===== src/rtl/edfps_pkg.sv =====
`timescale 1ns / 1ps
// ----------------------------------------------------------------------------
// EDF scheduler package
// Shared sizes, input kinds and sequencer states of the EDF scheduler core.
// ----------------------------------------------------------------------------
package edfps_pkg;

  localparam int MAX_ENTRIES = 16;
  localparam int IDX_W       = $clog2(MAX_ENTRIES);
  localparam int CNT_W       = $clog2(MAX_ENTRIES + 1);

  localparam int CFG_W    = 5;
  localparam int SLOT_W   = 4;
  localparam int VAL_W    = 16;
  localparam int TIME_W   = 24;

  localparam logic [TIME_W-1:0] TIME_MAX = {TIME_W{1'b1}};

  localparam int IN_DATA_W  = 56;
  localparam int OUT_DATA_W = 80;

  localparam logic KIND_LOAD = 1'b0;
  localparam logic KIND_TICK = 1'b1;

  typedef enum logic [4:0] {
    ST_IDLE = 5'b00001,
    ST_SCAN = 5'b00010,
    ST_UPD  = 5'b00100,
    ST_FIN  = 5'b01000,
    ST_OUT  = 5'b10000
  } state_t;

endpackage


===== src/rtl/edf_preemptive_scheduler_core.sv =====
`timescale 1ns / 1ps
// ----------------------------------------------------------------------------
// EDF preemptive scheduler core
// Task table with earliest-deadline-first selection, one time unit per tick.
// ----------------------------------------------------------------------------
// The input stream carries two kinds of transaction, chosen by in_tuser. A
// load writes arrival, burst and deadline into one table slot. A tick scans
// the slots in use, one slot per cycle through a single deadline comparator.
// It then updates the chosen task in ST_UPD, settles the turnaround sum in
// ST_FIN and places the result in ST_OUT. A tick keeps in_tready low until
// its result is placed, and it produces exactly one result transaction;
// loads produce none. Results sit in an output register, so a new
// transaction is accepted while an earlier result still waits; a tick whose
// result cannot be placed holds in its last step until the receiver takes
// the old one.
// The user must write the entry count register through cfg_wr_en and
// cfg_wr_data only while the core is idle; the core itself does not enforce
// this. Reset clears the clock, the running task and the entry count; table
// contents are undefined until loaded.
// ----------------------------------------------------------------------------
module edf_preemptive_scheduler_core import edfps_pkg::*; (
  input  logic                  clk,
  input  logic                  rst_n,
  input  logic                  cfg_wr_en,
  input  logic [CFG_W-1:0]      cfg_wr_data,
  input  logic                  in_tvalid,
  output logic                  in_tready,
  // entry_index, arrival, burst, deadline, zero fill
  input  logic [IN_DATA_W-1:0]  in_tdata,
  // kind
  input  logic                  in_tuser,
  output logic                  out_tvalid,
  input  logic                  out_tready,
  // tick_time, running_index, task_finished, wait_ticks, turnaround_ticks,
  // all_done, zero fill
  output logic [OUT_DATA_W-1:0] out_tdata,
  // idle
  output logic                  out_tuser
);

  logic [VAL_W-1:0] arr_mem [MAX_ENTRIES];
  logic [VAL_W-1:0] bst_mem [MAX_ENTRIES];
  logic [VAL_W-1:0] dl_mem  [MAX_ENTRIES];
  logic [VAL_W-1:0] rem_mem [MAX_ENTRIES];

  state_t            state_r, state_nxt;
  logic [CFG_W-1:0]  entry_count_r;
  logic [TIME_W-1:0] clock_r;
  logic [IDX_W-1:0]  cur_task_r;
  logic              cur_valid_r;
  logic [CNT_W-1:0]  scan_cnt_r;
  logic              found_r;
  logic [IDX_W-1:0]  best_r;
  logic [VAL_W-1:0]  best_dl_r;
  logic              cur_rdy_r;
  logic [VAL_W-1:0]  cur_dl_r;
  logic [CNT_W-1:0]  nz_cnt_r;

  logic [TIME_W-1:0] res_time_r;
  logic              res_idle_r;
  logic [IDX_W-1:0]  res_idx_r;
  logic              res_fin_r;
  logic [TIME_W-1:0] res_wait_r;
  logic [VAL_W-1:0]  res_burst_r;

  logic              out_valid_r;
  logic [OUT_DATA_W-1:0] out_data_r;
  logic              out_user_r;

  logic [CNT_W-1:0]  n_use;
  logic [IDX_W-1:0]  rd_idx;
  logic [VAL_W-1:0]  rd_arr, rd_bst, rd_dl, rd_rem;
  logic              rd_ready;
  logic [IDX_W-1:0]  pick;
  logic [TIME_W:0]   finish;
  logic [VAL_W:0]    spent;
  logic [TIME_W:0]   wait_diff;
  logic [TIME_W-1:0] wait_c;
  logic [TIME_W:0]   turn_sum;
  logic [TIME_W-1:0] turn_c;
  logic              all_done_c;
  logic              out_free;
  logic              in_acc;
  logic [SLOT_W-1:0] in_slot;

  assign in_acc   = in_tvalid && in_tready;
  assign in_slot  = in_tdata[SLOT_W-1:0];
  assign out_free = !out_valid_r || out_tready;

  always_comb begin
    if (32'(entry_count_r) > MAX_ENTRIES) begin
      n_use = CNT_W'(MAX_ENTRIES);
    end else begin
      n_use = CNT_W'(entry_count_r);
    end
  end

  always_comb begin
    if (cur_valid_r && cur_rdy_r && (best_dl_r >= cur_dl_r)) begin
      pick = cur_task_r;
    end else begin
      pick = best_r;
    end
  end

  assign rd_idx   = (state_r == ST_SCAN) ? scan_cnt_r[IDX_W-1:0] : pick;
  assign rd_arr   = arr_mem[rd_idx];
  assign rd_bst   = bst_mem[rd_idx];
  assign rd_dl    = dl_mem[rd_idx];
  assign rd_rem   = rem_mem[rd_idx];
  assign rd_ready = (TIME_W'(rd_arr) <= clock_r) && (rd_rem != '0);

  assign finish    = {1'b0, clock_r} + (TIME_W+1)'(1);
  assign spent     = {1'b0, rd_bst} + {1'b0, rd_arr};
  assign wait_diff = finish - (TIME_W+1)'(spent);
  always_comb begin
    if (finish <= (TIME_W+1)'(spent)) begin
      wait_c = '0;
    end else if (wait_diff[TIME_W]) begin
      wait_c = TIME_MAX;
    end else begin
      wait_c = wait_diff[TIME_W-1:0];
    end
  end

  assign turn_sum   = {1'b0, res_wait_r} + (TIME_W+1)'(res_burst_r);
  assign turn_c     = turn_sum[TIME_W] ? TIME_MAX : turn_sum[TIME_W-1:0];
  assign all_done_c = (nz_cnt_r == '0) || ((nz_cnt_r == CNT_W'(1)) && res_fin_r);

  always_comb begin
    state_nxt = state_r;
    case (state_r)
      ST_IDLE: begin
        if (in_acc && (in_tuser == KIND_TICK)) begin
          state_nxt = (n_use == '0) ? ST_UPD : ST_SCAN;
        end
      end
      ST_SCAN: begin
        if (scan_cnt_r == n_use - CNT_W'(1)) begin
          state_nxt = ST_UPD;
        end
      end
      ST_UPD:  state_nxt = ST_FIN;
      ST_FIN:  state_nxt = ST_OUT;
      ST_OUT: begin
        if (out_free) begin
          state_nxt = ST_IDLE;
        end
      end
      default: state_nxt = ST_IDLE;
    endcase
  end

  assign in_tready = (state_r == ST_IDLE);

  always_ff @(posedge clk) begin
    if (!rst_n) begin
      state_r       <= ST_IDLE;
      entry_count_r <= '0;
      clock_r       <= '0;
      cur_task_r    <= '0;
      cur_valid_r   <= 1'b0;
      scan_cnt_r    <= '0;
      found_r       <= 1'b0;
      cur_rdy_r     <= 1'b0;
      nz_cnt_r      <= '0;
      out_valid_r   <= 1'b0;
    end else begin
      state_r <= state_nxt;
      if (cfg_wr_en) begin
        entry_count_r <= cfg_wr_data;
      end
      if ((state_r == ST_OUT) && out_free) begin
        out_valid_r <= 1'b1;
      end else if (out_tready) begin
        out_valid_r <= 1'b0;
      end
      case (state_r)
        ST_IDLE: begin
          scan_cnt_r <= '0;
          found_r    <= 1'b0;
          cur_rdy_r  <= 1'b0;
          nz_cnt_r   <= '0;
        end
        ST_SCAN: begin
          scan_cnt_r <= scan_cnt_r + CNT_W'(1);
          if (rd_rem != '0) begin
            nz_cnt_r <= nz_cnt_r + CNT_W'(1);
          end
          if (rd_ready && (!found_r || (rd_dl < best_dl_r))) begin
            found_r <= 1'b1;
          end
          if (rd_idx == cur_task_r) begin
            cur_rdy_r <= rd_ready;
          end
        end
        ST_UPD: begin
          if (clock_r != TIME_MAX) begin
            clock_r <= clock_r + TIME_W'(1);
          end
          if (!found_r) begin
            cur_valid_r <= 1'b0;
          end else begin
            cur_task_r  <= pick;
            cur_valid_r <= (rd_rem != VAL_W'(1));
          end
        end
        default: ;
      endcase
    end
  end

  always_ff @(posedge clk) begin
    if (in_acc && (in_tuser == KIND_LOAD) && (32'(in_slot) < MAX_ENTRIES)) begin
      arr_mem[IDX_W'(in_slot)] <= in_tdata[SLOT_W +: VAL_W];
      bst_mem[IDX_W'(in_slot)] <= in_tdata[SLOT_W+VAL_W +: VAL_W];
      dl_mem[IDX_W'(in_slot)]  <= in_tdata[SLOT_W+2*VAL_W +: VAL_W];
      rem_mem[IDX_W'(in_slot)] <= in_tdata[SLOT_W+VAL_W +: VAL_W];
    end else if ((state_r == ST_UPD) && found_r) begin
      rem_mem[pick] <= rd_rem - VAL_W'(1);
    end
  end

  always_ff @(posedge clk) begin
    if (state_r == ST_SCAN) begin
      if (rd_ready && (!found_r || (rd_dl < best_dl_r))) begin
        best_r    <= rd_idx;
        best_dl_r <= rd_dl;
      end
      if (rd_idx == cur_task_r) begin
        cur_dl_r <= rd_dl;
      end
    end
    if (state_r == ST_UPD) begin
      res_time_r  <= clock_r;
      res_idle_r  <= !found_r;
      res_idx_r   <= found_r ? pick : '0;
      res_fin_r   <= found_r && (rd_rem == VAL_W'(1));
      res_wait_r  <= (found_r && (rd_rem == VAL_W'(1))) ? wait_c : '0;
      res_burst_r <= (found_r && (rd_rem == VAL_W'(1))) ? rd_bst : '0;
    end
    if ((state_r == ST_OUT) && out_free) begin
      out_user_r <= res_idle_r;
      out_data_r <= OUT_DATA_W'({all_done_c, turn_c, res_wait_r, res_fin_r,
                                 SLOT_W'(res_idx_r), res_time_r});
    end
  end

  assign out_tvalid = out_valid_r;
  assign out_tdata  = out_data_r;
  assign out_tuser  = out_user_r;

  a_idle_no_task: assert property (@(posedge clk) disable iff (!rst_n)
    (out_tvalid && out_tuser) |-> (out_tdata[TIME_W+SLOT_W-1:TIME_W] == '0)
                                  && !out_tdata[TIME_W+SLOT_W])
    else $error("idle result reports a task");

  a_turn_ge_wait: assert property (@(posedge clk) disable iff (!rst_n)
    (out_tvalid && out_tdata[TIME_W+SLOT_W]) |->
      (out_tdata[2*TIME_W+SLOT_W+1 +: TIME_W] >= out_tdata[TIME_W+SLOT_W+1 +: TIME_W]))
    else $error("turnaround below waiting time");

  a_tick_busy: assert property (@(posedge clk) disable iff (!rst_n)
    (in_tvalid && in_tready && (in_tuser == KIND_TICK)) |=> !in_tready)
    else $error("tick accepted without taking the sequencer");

endmodule


===== config.mk =====
export PLATFORM = sky130hd
export DESIGN_NAME = edf_preemptive_scheduler_core
export DESIGN_NICKNAME = d
export VERILOG_FILES = /design/src/rtl/edfps_pkg.sv /design/src/rtl/edf_preemptive_scheduler_core.sv
export SDC_FILE = /design/constraint.sdc
export NUM_CORES = 2
export LEC_CHECK = 0
export CORE_ASPECT_RATIO = 0.8
export CORE_UTILIZATION = 68
export DETAILED_ROUTE_END_ITERATION = 7
export DONT_BUFFER_PORTS = 1
export PLACE_DENSITY_LB_ADDON = 0.2
export RECOVER_POWER = 25
export SYNTH_ARGS = -nofsm -noshare
export SYNTH_HDL_FRONTEND = slang
export SYNTH_SLANG_ARGS = --single-unit

===== constraint.sdc =====
create_clock -name clk -period 16.5 [get_ports clk]
set_clock_uncertainty 0.1 [all_clocks]
set_input_delay 0.825 -clock clk [delete_from_list [all_inputs] [get_ports clk]]
set_output_delay 0.825 -clock clk [all_outputs]
set_load 0.05 [all_outputs]

==> summary.txt <==
Finish
  – Core occupancy in the finished layout: 0.752
  – # fillers: 4691
  – Most frequent cells in the layout: edfxtp_1 (1209), nand2_1 (971), nand3_1 (508), nor2_1 (152), a21oi_1 (139)
  – Final #Nets: between 4000 and 5000
  – Share of layout cells above drive strength 1: 0.0714
  – Final cell count without fillers: 5325
  – P&R area growth vs syn: 8.88%
  – Final Instance Area: between 50000 and 60000 um^2
  – Most common cell after layout, fill and taps aside: edfxtp_1

Setup path
  – CP Launch Type: flop
  – WP data required: 16.91 ns
  – Crit path top cell by count: a21oi_1
  – Crit Path Max Fanout: 76
  – Slowest-stage cell, CP: buf_4
  – CP Capture Type: flop
  – Worst stage delay on the critical path: 0.88 ns
  – Critical path type: reg -> reg
  – Critical Path AT: 11.57 ns

Power and ir drop
  – Pleak: 20.3 nW
  – Total Power: 7.92 mW
  – PwrDens: 136 nW/um^2
  – Peak supply drop: 0.000111 V

Floorplan
  – Initial Util: 0.690
  – Core Box Area: 77400 um^2
  – Die area: 79700 um^2
  – Number of I/O pins: 150
  – Die H: 253 um
  – Die W: 315 um
  – Row count: 91

Routing
  – Drt total wl: 129 mm
  – WL/cell: 24.3 um
  – DRC: 18
  – DR vias/cell: between 6 and 7
  – Via count: 34500
  – Drt initial violations: 4105
  – TritonRoute pass-1 iters: 8
  – ANT nets after route: 0

CTS
  – Num Clock Sinks: 1261
  – Cts hold-fix bufs: 0
  – Setup Fix Bufs, Post-CTS: 0
  – Cts repair resizes: 0
  – Root buf cell: clkbuf_16
  – Clock buffer depth: 3
  – H-tree Lvls: 3
  – Skew-Pair Late Insertion Delay: 0.71 ns
  – CTS tree: built
  – Clk slew on worst S/H paths: 0.06 ns
  – CTS buffer count: 115

Flow run
  – Max Cap Viol: 0

Yosys
  – Largest area contributor in the netlist: edfxtp_1
  – Synth Area per Inst: 12.6 um^2
  – Synth area leaders: edfxtp_1 (68%), nand2_1 (6.8%), nand3_1 (4.8%), ha_1 (2.5%), dfxtp_1 (1.9%)
  – Post-synth EDFFs: 1209
  – Ys async rst share: 0
  – Most used DFF post-synth: edfxtp_1
  – Synthesis-stage register bit count: roughly 1300
  – Yosys warns: 0
  – Sequential cell area fraction in the yosys report: 0.699
  – Post-synth top area share: 0.679
  – Combined area of all synthesized cells: between 50000 and 60000 um^2
  – Unique cell type count in the Yosys netlist: 78
  – Mapped Cells: approximately 4200

Global route
  – Initial antenna violation count: 3
  – GRT overflow: 0
  – Largest net degree at the start of global routing: 180
  – GRT Util Overall: 0.328
  – Number of global-route vias before repair: 33600
  – First-pass GRT wire length: 195 mm

Timing
  – Finish-stage setup viols: 0
  – Relative slew slack: 0.192
  – Fin crit share: 0.676
  – Fmax achieved: 89.6 MHz
  – Final Hold Fails: 0
  – Final slew viol count: 0
  – Slew @ Worst Pin: 1.20 ns
  – Hold WS: 0.0972 ns
  – Crit path time final: between 10 and 15 ns
  – RSZ-0062 raised after global routing: false
  – Post-Route Setup TNS: 0 ns
  – Final worst slack: 5.34 ns

Placed design
  – Placement Cell Area: 54700 um^2
  – Gpl congestion: ~0.88
  – DP Wirelength: 71.6 mm
  – Dpl ws: 5.63 ns
  – Port Buffers: 0
  – Placed cells: about 5000

Outcome
  – Status: finished, violations left
  – Failing checks: design-rule violations

Min path
  – Hold WC Path Type: in -> reg
==> cells by family after synthesis <==
group / count (synthesis) / synth area share
and+or+nand+nor: 1841 / 0.151
DFF: 1261 / 0.699
AOI/OAI and AO/OA: 504 / 0.0636
buffers and inverters: 346 / 0.0255
adders and majority gates: 109 / 0.0259
xor gates and xnor gates: 106 / 0.0174
muxes: 79 / 0.0179
other: 1 / 0.0000701
==> critical path: cells and delay by family, from the launching register on <==
family,cells,cell delay (ns)
and+or+nand+nor,8,2.42
xor gates and xnor gates,1,0.17
muxes,1,0.27
adders and majority gates,3,1.05
AOI/OAI and AO/OA,18,4.62
DFF,1,0.41
buffers and inverters,4,1.82
==> registers in the layout (all words and copies together) (netlist names), 4 cells and up <==
signal	flops
arr_mem	256
best_dl_r	16
best_r	4
bst_mem	256
clock_r	24
cur_dl_r	16
cur_task_r	4
dl_mem	256
entry_count_r	5
nz_cnt_r	5
out_tdata	78
rem_mem	256
res_burst_r	16
res_idx_r	4
res_time_r	24
res_wait_r	24
scan_cnt_r	5
state_r	5
==> Yosys cell counts (12+ instances only) <==
master,n
a211oi_1,14
a21o_1,15
a21oi_1,139
a221oi_1,18
a311oi_1,63
a31oi_1,39
a32oi_1,13
and3_1,51
buf_1,27
buf_2,19
clkbuf_1,183
dfxtp_1,52
edfxtp_1,1209
ha_1,106
inv_1,104
mux2i_1,56
mux4_2,12
nand2_1,972
nand2b_1,21
nand3_1,508
nand4_1,17
nor2_1,168
nor2b_1,18
nor3_1,28
o211ai_1,15
o21a_1,13
o21ai_0,88
or3_1,13
xnor2_1,65
xor2_1,41
==> final cells by class <==
class	count	area, um^2	share of cell area
inverters	107	419	0.00720
clock inverters	56	437	0.00750
repair buffers	84	668	0.0115
clock buffers	151	3100	0.0533
diodes	2	5.00	0.0000860
multi-input cells	2641	14900	0.257
flip-flops and latches	1261	37300	0.642
well taps	1023	1280	0.0220
==> path summary, 6_finish.rpt <==
check / end / depth (start not counted) / from / slack, ns
worst min-delay path: state_r[0] / 1 / rst_n / 0.1
worst max register to register: res_wait_r[19] / 35 / best_dl_r[11] / 5.34
worst min register to register: out_tdata[6] / 0 / res_time_r[6] / 0.32
worst max-delay path: res_wait_r[19] / 35 / best_dl_r[11] / 5.34
==> routing by layer <==
layer | share of wire | up-vias | GRT usage
met3 | 0.11 | 284 | 0.0751
li1 | - | 15500 | -
met2 | 0.47 | 1833 | 0.515
met1 | 0.38 | 16900 | 0.453
met4 | 0.034 | 2 | 0.117
met5 | 0.000093 | - | 0
==> power breakdown <==
| group | total [mW] | switching [mW] | leakage (nW) | internal [mW] |
|---|---|---|---|---|
| registers | 3.60 | 0.0230 | 11.3 | 3.58 |
| clock network | 2.53 | 1.14 | 1.72 | 1.40 |
| logic | 1.78 | 1.20 | 7.31 | 0.586 |
| total | 7.92 | 2.36 | 20.3 | 5.56 |
No activity file was read; power rests on OpenSTA's default activity.
